**src/hdl/tk_pkg.sv**
```systemverilog
// ----------------------------------------------------------------------------
// tk_pkg
// Shared types, constants and the ordering function of the top-k selector.
// ----------------------------------------------------------------------------
package tk_pkg;

  // Widths of the sample and result fields.
  localparam int DATA_W = 32;
  localparam int POS_W  = 16;

  // List depth and the widths that follow from it.
  localparam int MAX_KEEP = 16;
  localparam int KEEP_W   = $clog2(MAX_KEEP + 1);
  localparam int IDX_W    = (MAX_KEEP > 1) ? $clog2(MAX_KEEP) : 1;

  // Longest column that is counted exactly; later samples share this position.
  localparam logic [POS_W-1:0] MAX_COLUMN = 16'hFFFF;

  // Depth of the queue between the front and the back.
  localparam int QUEUE_DEPTH = 4;
  localparam int QPTR_W      = $clog2(QUEUE_DEPTH);

  // Configuration register indexes (byte address bits [3:2]).
  localparam logic [1:0] REG_KEEP_COUNT    = 2'd0;
  localparam logic [1:0] REG_ORDER_MODE    = 2'd1;
  localparam logic [1:0] REG_SIGNED_VALUES = 2'd2;

  // One classified sample as it travels from the front to the back.
  typedef struct packed {
    logic [DATA_W-1:0] value;
    logic [POS_W-1:0]  position;
    logic              column_end;
    logic              overflow;
  } entry_t;

  // Compare settings seen by the back.
  typedef struct packed {
    logic [KEEP_W-1:0] keep;
    logic              order_mode;
    logic              signed_values;
  } cfg_t;

  // True when a strictly beats b under the given mode.
  function automatic logic beats(input logic [DATA_W-1:0] a,
                                 input logic [DATA_W-1:0] b,
                                 input logic order_mode,
                                 input logic signed_values);
    logic [DATA_W-1:0] ka;
    logic [DATA_W-1:0] kb;
    ka = a ^ {signed_values, {(DATA_W-1){1'b0}}};
    kb = b ^ {signed_values, {(DATA_W-1){1'b0}}};
    return order_mode ? (ka < kb) : (ka > kb);
  endfunction

endpackage

```
**src/hdl/tk_front.sv**
```systemverilog
// ----------------------------------------------------------------------------
// tk_front
// Accepts samples, numbers them within the column and flags long columns.
// ----------------------------------------------------------------------------
module tk_front import tk_pkg::*; (
  input  logic              clk,
  input  logic              rst,
  input  logic              s_tvalid,
  output logic              s_tready,
  input  logic [DATA_W-1:0] s_tdata,
  input  logic              s_tlast,
  output logic              push_valid,
  input  logic              push_ready,
  output entry_t            push_entry
);

  logic [POS_W-1:0] pos_count;
  logic             ovf_seen;
  logic             at_max;
  logic             accept;

  assign s_tready = push_ready;
  assign accept   = s_tvalid && push_ready;
  assign at_max   = (pos_count == MAX_COLUMN);

  // The position saturates; a sample arriving at the limit marks the column.
  always_comb begin
    push_valid            = s_tvalid;
    push_entry.value      = s_tdata;
    push_entry.position   = at_max ? pos_count : pos_count + POS_W'(1);
    push_entry.column_end = s_tlast;
    push_entry.overflow   = ovf_seen || at_max;
  end

  // Column counters restart after the last sample.
  always_ff @(posedge clk) begin
    if (rst) begin
      pos_count <= '0;
      ovf_seen  <= 1'b0;
    end else if (accept) begin
      if (s_tlast) begin
        pos_count <= '0;
        ovf_seen  <= 1'b0;
      end else begin
        pos_count <= push_entry.position;
        ovf_seen  <= push_entry.overflow;
      end
    end
  end

endmodule

```
**src/hdl/tk_queue.sv**
```systemverilog
// ----------------------------------------------------------------------------
// tk_queue
// Small first-in first-out queue of classified samples.
// ----------------------------------------------------------------------------
module tk_queue import tk_pkg::*; (
  input  logic   clk,
  input  logic   rst,
  input  logic   push_valid,
  output logic   push_ready,
  input  entry_t push_entry,
  output logic   pop_valid,
  input  logic   pop_ready,
  output entry_t pop_entry
);

  entry_t            slots [QUEUE_DEPTH];
  logic [QPTR_W-1:0] wr_ptr;
  logic [QPTR_W-1:0] rd_ptr;
  logic [QPTR_W:0]   count;
  logic              push;
  logic              pop;

  assign push_ready = (count != (QPTR_W+1)'(QUEUE_DEPTH));
  assign pop_valid  = (count != '0);
  assign pop_entry  = slots[rd_ptr];
  assign push       = push_valid && push_ready;
  assign pop        = pop_valid && pop_ready;

  // Storage needs no reset; only the pointers do.
  always_ff @(posedge clk) begin
    if (push) begin
      slots[wr_ptr] <= push_entry;
    end
  end

  // Pointer and occupancy bookkeeping.
  always_ff @(posedge clk) begin
    if (rst) begin
      wr_ptr <= '0;
      rd_ptr <= '0;
      count  <= '0;
    end else begin
      if (push) begin
        wr_ptr <= wr_ptr + QPTR_W'(1);
      end
      if (pop) begin
        rd_ptr <= rd_ptr + QPTR_W'(1);
      end
      if (push && !pop) begin
        count <= count + (QPTR_W+1)'(1);
      end else if (pop && !push) begin
        count <= count - (QPTR_W+1)'(1);
      end
    end
  end

  // Occupancy never exceeds the depth.
  a_count_bound: assert property (@(posedge clk) disable iff (rst)
    count <= (QPTR_W+1)'(QUEUE_DEPTH))
    else $error("queue occupancy beyond depth");

  // A transfer into a full queue cannot happen.
  a_no_overrun: assert property (@(posedge clk) disable iff (rst)
    (count == (QPTR_W+1)'(QUEUE_DEPTH)) && !pop_ready |=> count == $past(count))
    else $error("queue overrun");

endmodule

```
**src/hdl/tk_back.sv**
```systemverilog
// ----------------------------------------------------------------------------
// tk_back
// Compare-and-shift list of the best samples and the drain of the results.
// ----------------------------------------------------------------------------
module tk_back import tk_pkg::*; (
  input  logic              clk,
  input  logic              rst,
  input  cfg_t              cfg,
  input  logic              pop_valid,
  output logic              pop_ready,
  input  entry_t            pop_entry,
  output logic              m_tvalid,
  input  logic              m_tready,
  output logic [DATA_W-1:0] m_value,
  output logic [POS_W-1:0]  m_position,
  output logic              m_tlast,
  output logic              m_tuser
);

  typedef enum logic [1:0] {
    ST_RUN   = 2'b01,
    ST_DRAIN = 2'b10
  } state_t;

  state_t            state;
  state_t            state_next;
  logic [DATA_W-1:0] vals [MAX_KEEP];
  logic [POS_W-1:0]  poss [MAX_KEEP];
  logic [KEEP_W-1:0] fill;
  logic [KEEP_W-1:0] fill_trim;
  logic [KEEP_W-1:0] fill_next;
  logic [IDX_W-1:0]  drain_idx;
  logic              col_ovf;
  logic              take;
  logic              load;
  logic              load_last;
  logic [MAX_KEEP-1:0] sel;
  logic [MAX_KEEP-1:0] after;
  logic [MAX_KEEP-1:0] in_k;
  logic              inserted;

  assign pop_ready = (state == ST_RUN);
  assign take      = pop_valid && pop_ready;
  assign load      = (state == ST_DRAIN) && (!m_tvalid || m_tready);
  assign load_last = ({1'b0, drain_idx} + KEEP_W'(1)) == fill;

  // A lowered keep count cuts the list before the next insertion.
  assign fill_trim = (fill > cfg.keep) ? cfg.keep : fill;

  // Find the first slot that the new sample beats or that is still empty.
  always_comb begin
    logic seen;
    logic hit;
    seen     = 1'b0;
    inserted = 1'b0;
    for (int i = 0; i < MAX_KEEP; i++) begin
      hit      = (KEEP_W'(i) >= fill_trim) ||
                 beats(pop_entry.value, vals[i], cfg.order_mode, cfg.signed_values);
      in_k[i]  = KEEP_W'(i) < cfg.keep;
      after[i] = seen;
      sel[i]   = hit && !seen;
      seen     = seen || hit;
      inserted = inserted || (sel[i] && in_k[i]);
    end
    fill_next = (inserted && (fill_trim < cfg.keep)) ? fill_trim + KEEP_W'(1) : fill_trim;
  end

  // Insert at the chosen slot and shift the worse entries down by one.
  always_ff @(posedge clk) begin
    if (take) begin
      for (int i = 0; i < MAX_KEEP; i++) begin
        if (in_k[i]) begin
          if (sel[i]) begin
            vals[i] <= pop_entry.value;
            poss[i] <= pop_entry.position;
          end else if (after[i] && i > 0) begin
            vals[i] <= vals[(i > 0) ? i - 1 : 0];
            poss[i] <= poss[(i > 0) ? i - 1 : 0];
          end
        end
      end
    end
  end

  // Sequencer: insert while running, emit the list after a column end.
  always_comb begin
    state_next = state;
    case (state)
      ST_RUN: begin
        if (take && pop_entry.column_end) begin
          state_next = ST_DRAIN;
        end
      end
      ST_DRAIN: begin
        if (load && load_last) begin
          state_next = ST_RUN;
        end
      end
      default: state_next = ST_RUN;
    endcase
  end

  always_ff @(posedge clk) begin
    if (rst) begin
      state     <= ST_RUN;
      fill      <= '0;
      drain_idx <= '0;
      col_ovf   <= 1'b0;
    end else begin
      state <= state_next;
      if (take) begin
        fill      <= fill_next;
        drain_idx <= '0;
        col_ovf   <= pop_entry.overflow;
      end else if (load) begin
        if (load_last) begin
          fill <= '0;
        end else begin
          drain_idx <= drain_idx + IDX_W'(1);
        end
      end
    end
  end

  // Output register decouples the drain from the downstream ready.
  always_ff @(posedge clk) begin
    if (rst) begin
      m_tvalid <= 1'b0;
    end else if (load) begin
      m_tvalid <= 1'b1;
    end else if (m_tready) begin
      m_tvalid <= 1'b0;
    end
  end

  always_ff @(posedge clk) begin
    if (load) begin
      m_value    <= vals[drain_idx];
      m_position <= poss[drain_idx];
      m_tlast    <= load_last;
      m_tuser    <= col_ovf;
    end
  end

  // The list never grows past its storage.
  a_fill_bound: assert property (@(posedge clk) disable iff (rst)
    fill <= KEEP_W'(MAX_KEEP))
    else $error("list fill beyond storage");

  // A drain always has at least one entry and stays inside the list.
  a_drain_range: assert property (@(posedge clk) disable iff (rst)
    (state == ST_DRAIN) |-> (fill != '0) && ({1'b0, drain_idx} < fill))
    else $error("drain index outside the list");

  // Loading the final result empties the list and resumes insertion.
  a_drain_done: assert property (@(posedge clk) disable iff (rst)
    load && load_last |=> (state == ST_RUN) && (fill == '0) && m_tvalid && m_tlast)
    else $error("drain did not finish cleanly");

endmodule

```
**src/hdl/top_k_select_with_index.sv**
```systemverilog
// ----------------------------------------------------------------------------
// top_k_select_with_index
// Streaming top-k selection: keeps the best k samples of a column with their
// 1-based positions and emits them best first after the column's last sample.
// ----------------------------------------------------------------------------
//  Channel  Dir  Handshake           Payload
//  s_*      in   s_tvalid/s_tready   tdata: sample_value; tlast: column_end
//  m_*      out  m_tvalid/m_tready   tdata: ranked_value, ranked_position;
//                                    tlast: run_end; tuser: count_overflow
//  APB      in   psel/penable/pready keep_count @0, order_mode @4, signed_values @8
//
// One sample per cycle is inserted into the compare-and-shift list while no drain
// is running. A column end starts a drain of the kept entries (1..16) through the
// single result register; a four-entry queue takes samples meanwhile.
// Reset clears the column counters, the list fill, the queue and the output;
// there is no clearing pass. Either side may stall at any time.
// ----------------------------------------------------------------------------
module top_k_select_with_index import tk_pkg::*; (
  input  logic        clk,
  input  logic        rst,
  // Input stream
  input  logic        s_tvalid,
  output logic        s_tready,
  input  logic [31:0] s_tdata,   // [31:0] sample_value
  input  logic        s_tlast,
  // Result stream
  output logic        m_tvalid,
  input  logic        m_tready,
  output logic [47:0] m_tdata,   // [31:0] ranked_value, [47:32] ranked_position
  output logic        m_tlast,
  output logic        m_tuser,   // [0] count_overflow
  // Configuration
  input  logic        psel,
  input  logic        penable,
  input  logic        pwrite,
  input  logic [3:0]  paddr,
  input  logic [31:0] pwdata,
  output logic [31:0] prdata,
  output logic        pready
);

  logic [4:0]        keep_count;
  logic              order_mode;
  logic              signed_values;
  logic              cfg_write;
  cfg_t              cfg;
  logic              push_valid;
  logic              push_ready;
  entry_t            push_entry;
  logic              pop_valid;
  logic              pop_ready;
  entry_t            pop_entry;
  logic [DATA_W-1:0] m_value;
  logic [POS_W-1:0]  m_position;

  // Register writes complete in the access phase.
  assign pready    = 1'b1;
  assign cfg_write = psel && penable && pwrite && pready;

  always_ff @(posedge clk) begin
    if (rst) begin
      keep_count    <= 5'd1;
      order_mode    <= 1'b0;
      signed_values <= 1'b1;
    end else if (cfg_write) begin
      case (paddr[3:2])
        REG_KEEP_COUNT:    keep_count    <= pwdata[4:0];
        REG_ORDER_MODE:    order_mode    <= pwdata[0];
        REG_SIGNED_VALUES: signed_values <= pwdata[0];
        default: ;
      endcase
    end
  end

  always_comb begin
    case (paddr[3:2])
      REG_KEEP_COUNT:    prdata = {27'd0, keep_count};
      REG_ORDER_MODE:    prdata = {31'd0, order_mode};
      REG_SIGNED_VALUES: prdata = {31'd0, signed_values};
      default:           prdata = '0;
    endcase
  end

  // Effective keep count: zero acts as one, large values saturate.
  always_comb begin
    if (keep_count == 5'd0) begin
      cfg.keep = KEEP_W'(1);
    end else if (KEEP_W'(keep_count) > KEEP_W'(MAX_KEEP)) begin
      cfg.keep = KEEP_W'(MAX_KEEP);
    end else begin
      cfg.keep = KEEP_W'(keep_count);
    end
    cfg.order_mode    = order_mode;
    cfg.signed_values = signed_values;
  end

  tk_front u_front (
    .clk        (clk),
    .rst        (rst),
    .s_tvalid   (s_tvalid),
    .s_tready   (s_tready),
    .s_tdata    (s_tdata),
    .s_tlast    (s_tlast),
    .push_valid (push_valid),
    .push_ready (push_ready),
    .push_entry (push_entry)
  );

  tk_queue u_queue (
    .clk        (clk),
    .rst        (rst),
    .push_valid (push_valid),
    .push_ready (push_ready),
    .push_entry (push_entry),
    .pop_valid  (pop_valid),
    .pop_ready  (pop_ready),
    .pop_entry  (pop_entry)
  );

  tk_back u_back (
    .clk        (clk),
    .rst        (rst),
    .cfg        (cfg),
    .pop_valid  (pop_valid),
    .pop_ready  (pop_ready),
    .pop_entry  (pop_entry),
    .m_tvalid   (m_tvalid),
    .m_tready   (m_tready),
    .m_value    (m_value),
    .m_position (m_position),
    .m_tlast    (m_tlast),
    .m_tuser    (m_tuser)
  );

  assign m_tdata = {m_position, m_value};

endmodule

```
**config.mk**
```make
export PLATFORM = sky130hd
export DESIGN_NAME = top_k_select_with_index
export DESIGN_NICKNAME = d
export VERILOG_FILES = /design/src/hdl/tk_pkg.sv /design/src/hdl/tk_front.sv /design/src/hdl/tk_queue.sv /design/src/hdl/tk_back.sv /design/src/hdl/top_k_select_with_index.sv
export SDC_FILE = /design/constraint.sdc
export NUM_CORES = 2
export LEC_CHECK = 0
export ABC_AREA = 1
export BUFFER_PORTS_ARGS = -buffer_cell sky130_fd_sc_hd__buf_2
export CORE_UTILIZATION = 30
export CTS_CLUSTER_SIZE = 40
export DETAILED_ROUTE_END_ITERATION = 8
export SYNTH_ARGS = -nofsm -noshare
export SYNTH_HDL_FRONTEND = slang
export SYNTH_SLANG_ARGS = --single-unit
```
**constraint.sdc**
```tcl
create_clock -name clk -period 9.9 [get_ports clk]
set_input_delay 2.97 -clock clk [delete_from_list [all_inputs] [get_ports clk]]
set_output_delay 2.97 -clock clk [all_outputs]
set_load 0.05 [all_outputs]
```
# Word-level counts from Yosys, hierarchy flattened

Memories as Yosys holds them, arrays and structs flattened. A register that Yosys moved wholly into a read port is not among the register bits.
Cells that the tools add are included.

Flip-flop bits (word level): 46
RAM bits: 968
Input port bits: 76
Logic and storage cells: 476
Memories: 3

Memories:

| memory        | depth | bits a word | rd ports | clocked after memory_dff | write ports | RTL line       | source |
|---|---|---|---|---|---|---|---|
| u_back.vals   | 16    | 32          | 17       | 1                        | 16          | tk_back.sv:27  | `logic [DATA_W-1:0] vals [MAX_KEEP];` |
| u_back.poss   | 16    | 16          | 16       | 1                        | 16          | tk_back.sv:28  | `logic [POS_W-1:0] poss [MAX_KEEP];` |
| u_queue.slots | 4     | 50          | 1        | 1                        | 1           | tk_queue.sv:16 | `entry_t slots [QUEUE_DEPTH];` |

$add $sub $neg: 8
$lt $le $gt $ge: 67
Equal/unequal tests: 9
Multiplexer cells: 206
Bitwise logic cells: 48
Reductions and logical operators: 120

Operators with widths:

| operator                | count |
|---|---|
| $xor A32 B32 Y32        | 17 |
| $gt A32 B32 Y1          | 16 |
| $lt A32 B32 Y1          | 16 |
| $mux W32                | 15 |
| $mux W16                | 17 |
| $mux W1                 | 159 |
| $logic_or A1 B1 Y1      | 47 |
| $logic_and A1 B1 Y1     | 41 |
| $ge A4 B5 Y1 const A    | 8 |
| $lt A4 B5 Y1 const A    | 8 |
| $mux W5                 | 7 |
| $or A1 B1 Y1            | 30 |
| $ge A3 B5 Y1 const A    | 4 |
| $lt A3 B5 Y1 const A    | 4 |
| $logic_not A1 Y1        | 18 |
| $add A16 B1 Y16 const B | 1 |
| $eq A16 B16 Y1 const B  | 1 |
| $pmux W5 S3             | 1 |
| $reduce_and A2 Y1       | 6 |
| $ge A1 B5 Y1 const A    | 2 |
| $ge A2 B5 Y1 const A    | 2 |
| $lt A1 B5 Y1 const A    | 2 |
| $lt A2 B5 Y1 const A    | 2 |
| $mux W2                 | 4 |
| other kinds (22)        | 30 |

# Logic depth before layout (Yosys ltp)

Word-level depth: 28
Gate-level depth with buffers: 36
Gate-level depth less buffers: 32

# Cells and area by module

Synthesis repeated with hierarchy kept, for this count alone.

Cell total of the unflattened synthesis: 7077
Area, all modules: 64001.4 um^2

By module, submodules not included:

| module                  | instances | cells an instance | area each (um^2) | seq. area each (um^2) |
|---|---|---|---|---|
| tk_back                 | 1         | 6209              | 53926.7          | 24823.8 |
| tk_queue                | 1         | 551               | 8039.0           | 6185.9 |
| tk_front                | 1         | 217               | 1397.6           | 340.3 |
| top_k_select_with_index | 1         | 100               | 638.1            | 140.1 |

# Worst setup path after synthesis

OpenSTA, ideal clock, no wires.

Kind: reg-to-reg
Start: register (tool-made name)
End: memory u_back.poss[2][0], enable pin
Library setup time: 0.520 ns
Arrival: 9.153 ns
Data required time: 9.380 ns
Setup slack: 0.227 ns
Cell stages (with the launch flop): 20
Path buffers: 4
Period minus slack after synthesis: 9.673 ns
Cell sequence: dfxtp_1 clkbuf_1 buf_1 nand2_1 nand3_1 nand2_1 clkbuf_1 xnor2_1 ha_1 a21oi_1 o21a_1 nand2_1 a21oi_1 nand3_1 nand3_1 nor2_4 nor3_1 nand2_1 clkbuf_1 o21ai_0

RTL lines:

| element       | RTL line |
|---|---|
| end, declared | tk_back.sv:28 |

==> summary.txt <==
Finish
  – Most common cell after layout, fill and taps aside: nand2_1
  – Layout Utilization: 0.3383
  – Multi-input gate area: about 0.028 sq mm
  – P&R area growth vs syn: 11.89%
  – Fill cell count: 21430
  – Nets: just under 8000
  – Register area: ~0.032 sq mm
  – Commonest cells after routing, fill and taps aside: 1498 x nand2_1, 1135 x o21ai_0, 1018 x edfxtp_1
  – Non-filler cells, final: roughly 10000
  – Share of layout cells above drive strength 1: 0.07563

Clock network
  – Clock Tree Root: clkbuf_16
  – Post-CTS setup buffers: 0
  – Cts hold-fix bufs: 0
  – H-tree depth: 3
  – CTS Buf Count: 119
  – Longest Clk Path Bufs: 3
  – CTS tree: yes
  – CTS Sinks: 1064
  – Skew-Pair Late Insertion Delay: a little under 800 ps
  – Post-cts resize count: 0
  – Clock transition at path regs: about 60 ps

Floorplan
  – Core ar.: 0.2100 sq mm
  – DIE WIDTH: 462.0 um
  – Die Span Y: 462.0 um
  – Row count: roughly 170
  – Initial Util: 0.3023
  – Die ar.: between 0.2 and 0.25 sq mm
  – I/O pin cnt: 161

Logic synthesis
  – Synthesized area: between 0.06 and 0.07 sq mm
  – Yosys reg bits: ~1100
  – Sequential share of the synthesized area: 0.4960
  – Synth Instances: 7220
  – Yosys warnings: 0
  – Synthesized area per cell: 8.793 sq um
  – Distinct cells, synth: between 50 and 60

Placed design
  – Gp weighted congestion: roughly 0.93
  – Port Buffers: 103
  – Placed insts: around 10000
  – Detail Placement HPWL: roughly 130 mm

Timing
  – Maximum clock frequency: ~120 MHz
  – Setup TNS Final: 0 ps
  – Slew @ Worst Pin: roughly 1300 ps
  – Worst slew margin: 0.1461
  – RSZ-0062 raised after global routing: no
  – Final hold vios: 0
  – Finish-stage setup viols: 0
  – Tmin final: slightly above 8000 ps
  – Max Clock Skew: about 65 ps
  – Hold_ws: 478.2 ps
  – Pins over their slew limit: 0
  – Final worst path period share: 0.8188

Power
  – Pleak: between 20 and 30 nW
  – Peak supply drop: ~0.21 mV
  – Pwr dens: between 200 and 300 mW/mm^2

GRT
  – Initial antenna violation count: 20
  – First-pass GRT wire length: 294.0 mm
  – M3 GR Usage: 0.03295
  – Largest net degree at the start of global routing: 215
  – GRT Total Usage: 0.1807
  – GR Layer Usage met2: 0.2968
  – Vias in the first global route: 48770
  – Grt ovf: 0
  – GR Util met1: 0.2396
  – GRT busiest layer: met2

Detailed routing
  – Routed Wire Length: approximately 200 mm
  – Via count: 51570
  – Routed WL per cell: around 20 um
  – Drt pass-1 iters: 7
  – Post-route ant nets: 0
  – Number of vias per cell: 5.123
  – DR iter-0 viols: roughly 5800
  – DR DRC count: 0

Worst setup path
  – Worst setup EP type: flop
  – Worst path required time: 10410 ps
  – Type of origin of the critical path: flop
  – CP Max Fanout: between 50 and 60
  – Critical setup path kind: flop to flop
  – Critical path data arrival time: between 8000 and 9000 ps

Job
  – MaxCap Viol Count: 0

Worst hold path
  – Hold Crit Class: flop to flop

Outcome
  – Run status: completed
## worst paths after layout
path	from	endpoint	slack, ps	cells after the start
setup / recovery	flop	u_back.poss[14][2]$_DFFE_PP_	1790	25
hold / removal	u_queue.rd_ptr[1]$_SDFFE_PP0P_	flop	480	2
setup reg to reg	flop	u_back.poss[14][2]$_DFFE_PP_	1790	25
hold reg to reg	u_queue.rd_ptr[1]$_SDFFE_PP0P_	flop	480	2
## final cells by class
| class | count | area share |
|---|---|---|
| Multi-Input combinational cell | 4907 | 0.3872 |
| Sequential cell | 1064 | 0.4435 |
| Tap cell | 2805 | 0.04941 |
| Clock inverter | 76 | 0.01048 |
| Clock buffer | 142 | 0.04370 |
| Antenna cell | 1 | 0.00003523 |
| Inverter | 843 | 0.04479 |
| Timing Repair Buffer | 227 | 0.02089 |
## logic make-up (layout without fill, tap and decap cells)
group           after synthesis  in the layout  share of synthesized area
simple gates               2309           2309                     0.1506
compound gates             2007           2007                     0.1653
buf+inv                    1275           1288                    0.07876
flops                      1064           1064                     0.4960
fa+ha+maj                   532            532                     0.1050
xor+xnor                     31             31                   0.004277
other cells                   2             29                  0.0001183
## worst max-delay path, cell delays in order (launching register included)
cell,delay (ps)
dfxtp_2,530
inv_2,620
buf_4,590
nand2_1,110
nand3_1,90
nand2_1,290
xnor2_1,220
buf_4,250
ha_1,320
nand2_1,80
nor2_1,160
nand2_1,230
nor4_2,860
a41oi_1,480
and2_1,330
nor2_1,290
nand4_4,190
nor2_4,170
nand3_2,90
nor2_2,160
inv_2,70
nand2_4,470
nand2_4,100
nand2_4,530
buf_12,370
o21ai_0,150
## Yosys cell counts, drive strengths merged
cell / n / share of area
or4: 1 / 0.00012
nand4: 55 / 0.0059
a41oi: 2 / 0.00028
ha: 531 / 0.10
nand2: 1514 / 0.090
clkinv: 2 / 0.00012
conb: 2 / 0.00012
and3: 1 / 0.000099
clkbuf: 306 / 0.018
nor4: 11 / 0.0011
a21boi: 1 / 0.00012
inv: 841 / 0.050
o2111ai: 1 / 0.00014
a21oi: 670 / 0.053
and2: 2 / 0.00020
nor3b: 2 / 0.00024
o21a: 17 / 0.0020
nand3: 391 / 0.031
a31o: 2 / 0.00028
buf: 126 / 0.011
o22ai: 48 / 0.0047
xor2: 10 / 0.0014
fa: 1 / 0.00032
dfxtp: 46 / 0.015
o31ai: 3 / 0.00035
o211ai: 26 / 0.0031
nor2b: 1 / 0.000099
nor4b: 2 / 0.00028
o221ai: 2 / 0.00028
nand3b: 4 / 0.00047
nor2: 297 / 0.018
a221oi: 1 / 0.00014
o21ai: 1197 / 0.097
o21bai: 8 / 0.00095
a32oi: 1 / 0.00014
a21o: 5 / 0.00059
a211oi: 8 / 0.00095
edfxtp: 1018 / 0.48
xnor2: 21 / 0.0029
nor3: 28 / 0.0022
a31oi: 15 / 0.0015
## through the flow
stage | power (mW) | setup slack, ps | cell area (sq um)
2_1_floorplan | 12.37 | 226.8 | 63580
3_3_place_gp | 15.04 | 1725 | 67180
3_5_place_dp | 15.39 | 1670 | 67180
4_1_cts | 19.87 | 1627 | 71030
5_1_grt | 21.36 | 1134 | 71030
6_report | 19.89 | 1794 | 71030
## routing by layer
metal / vias up / part of all wire
met3: 376 / 0.083
met5: - / 0.00070
met2: 2017 / 0.46
met1: 24430 / 0.42
li1: 24720 / -
met4: 24 / 0.029
## report_power, final
group / internal [mW] / switching, mW / total [mW]
Combinational: 2.87 / 6.21 / 9.07
Clock: 2.52 / 1.96 / 4.48
Sequential: 6.15 / 0.189 / 6.34
## flip-flops by register name, summed over array words and instances (netlist names), 2 cells and up, named ones only
| register | count |
|---|---|
| u_back.m_value | 32 |
| u_back.m_position | 16 |
| u_back.state | 2 |
| u_back.drain_idx | 4 |
| u_queue.rd_ptr | 2 |
| u_back.poss | 256 |
| u_queue.wr_ptr | 2 |
| u_back.fill | 5 |
| u_queue.count | 3 |
| u_queue.slots | 200 |
| u_front.pos_count | 16 |
| keep_count | 5 |
| u_back.vals | 512 |
Power figures use the tool's default switching activity.
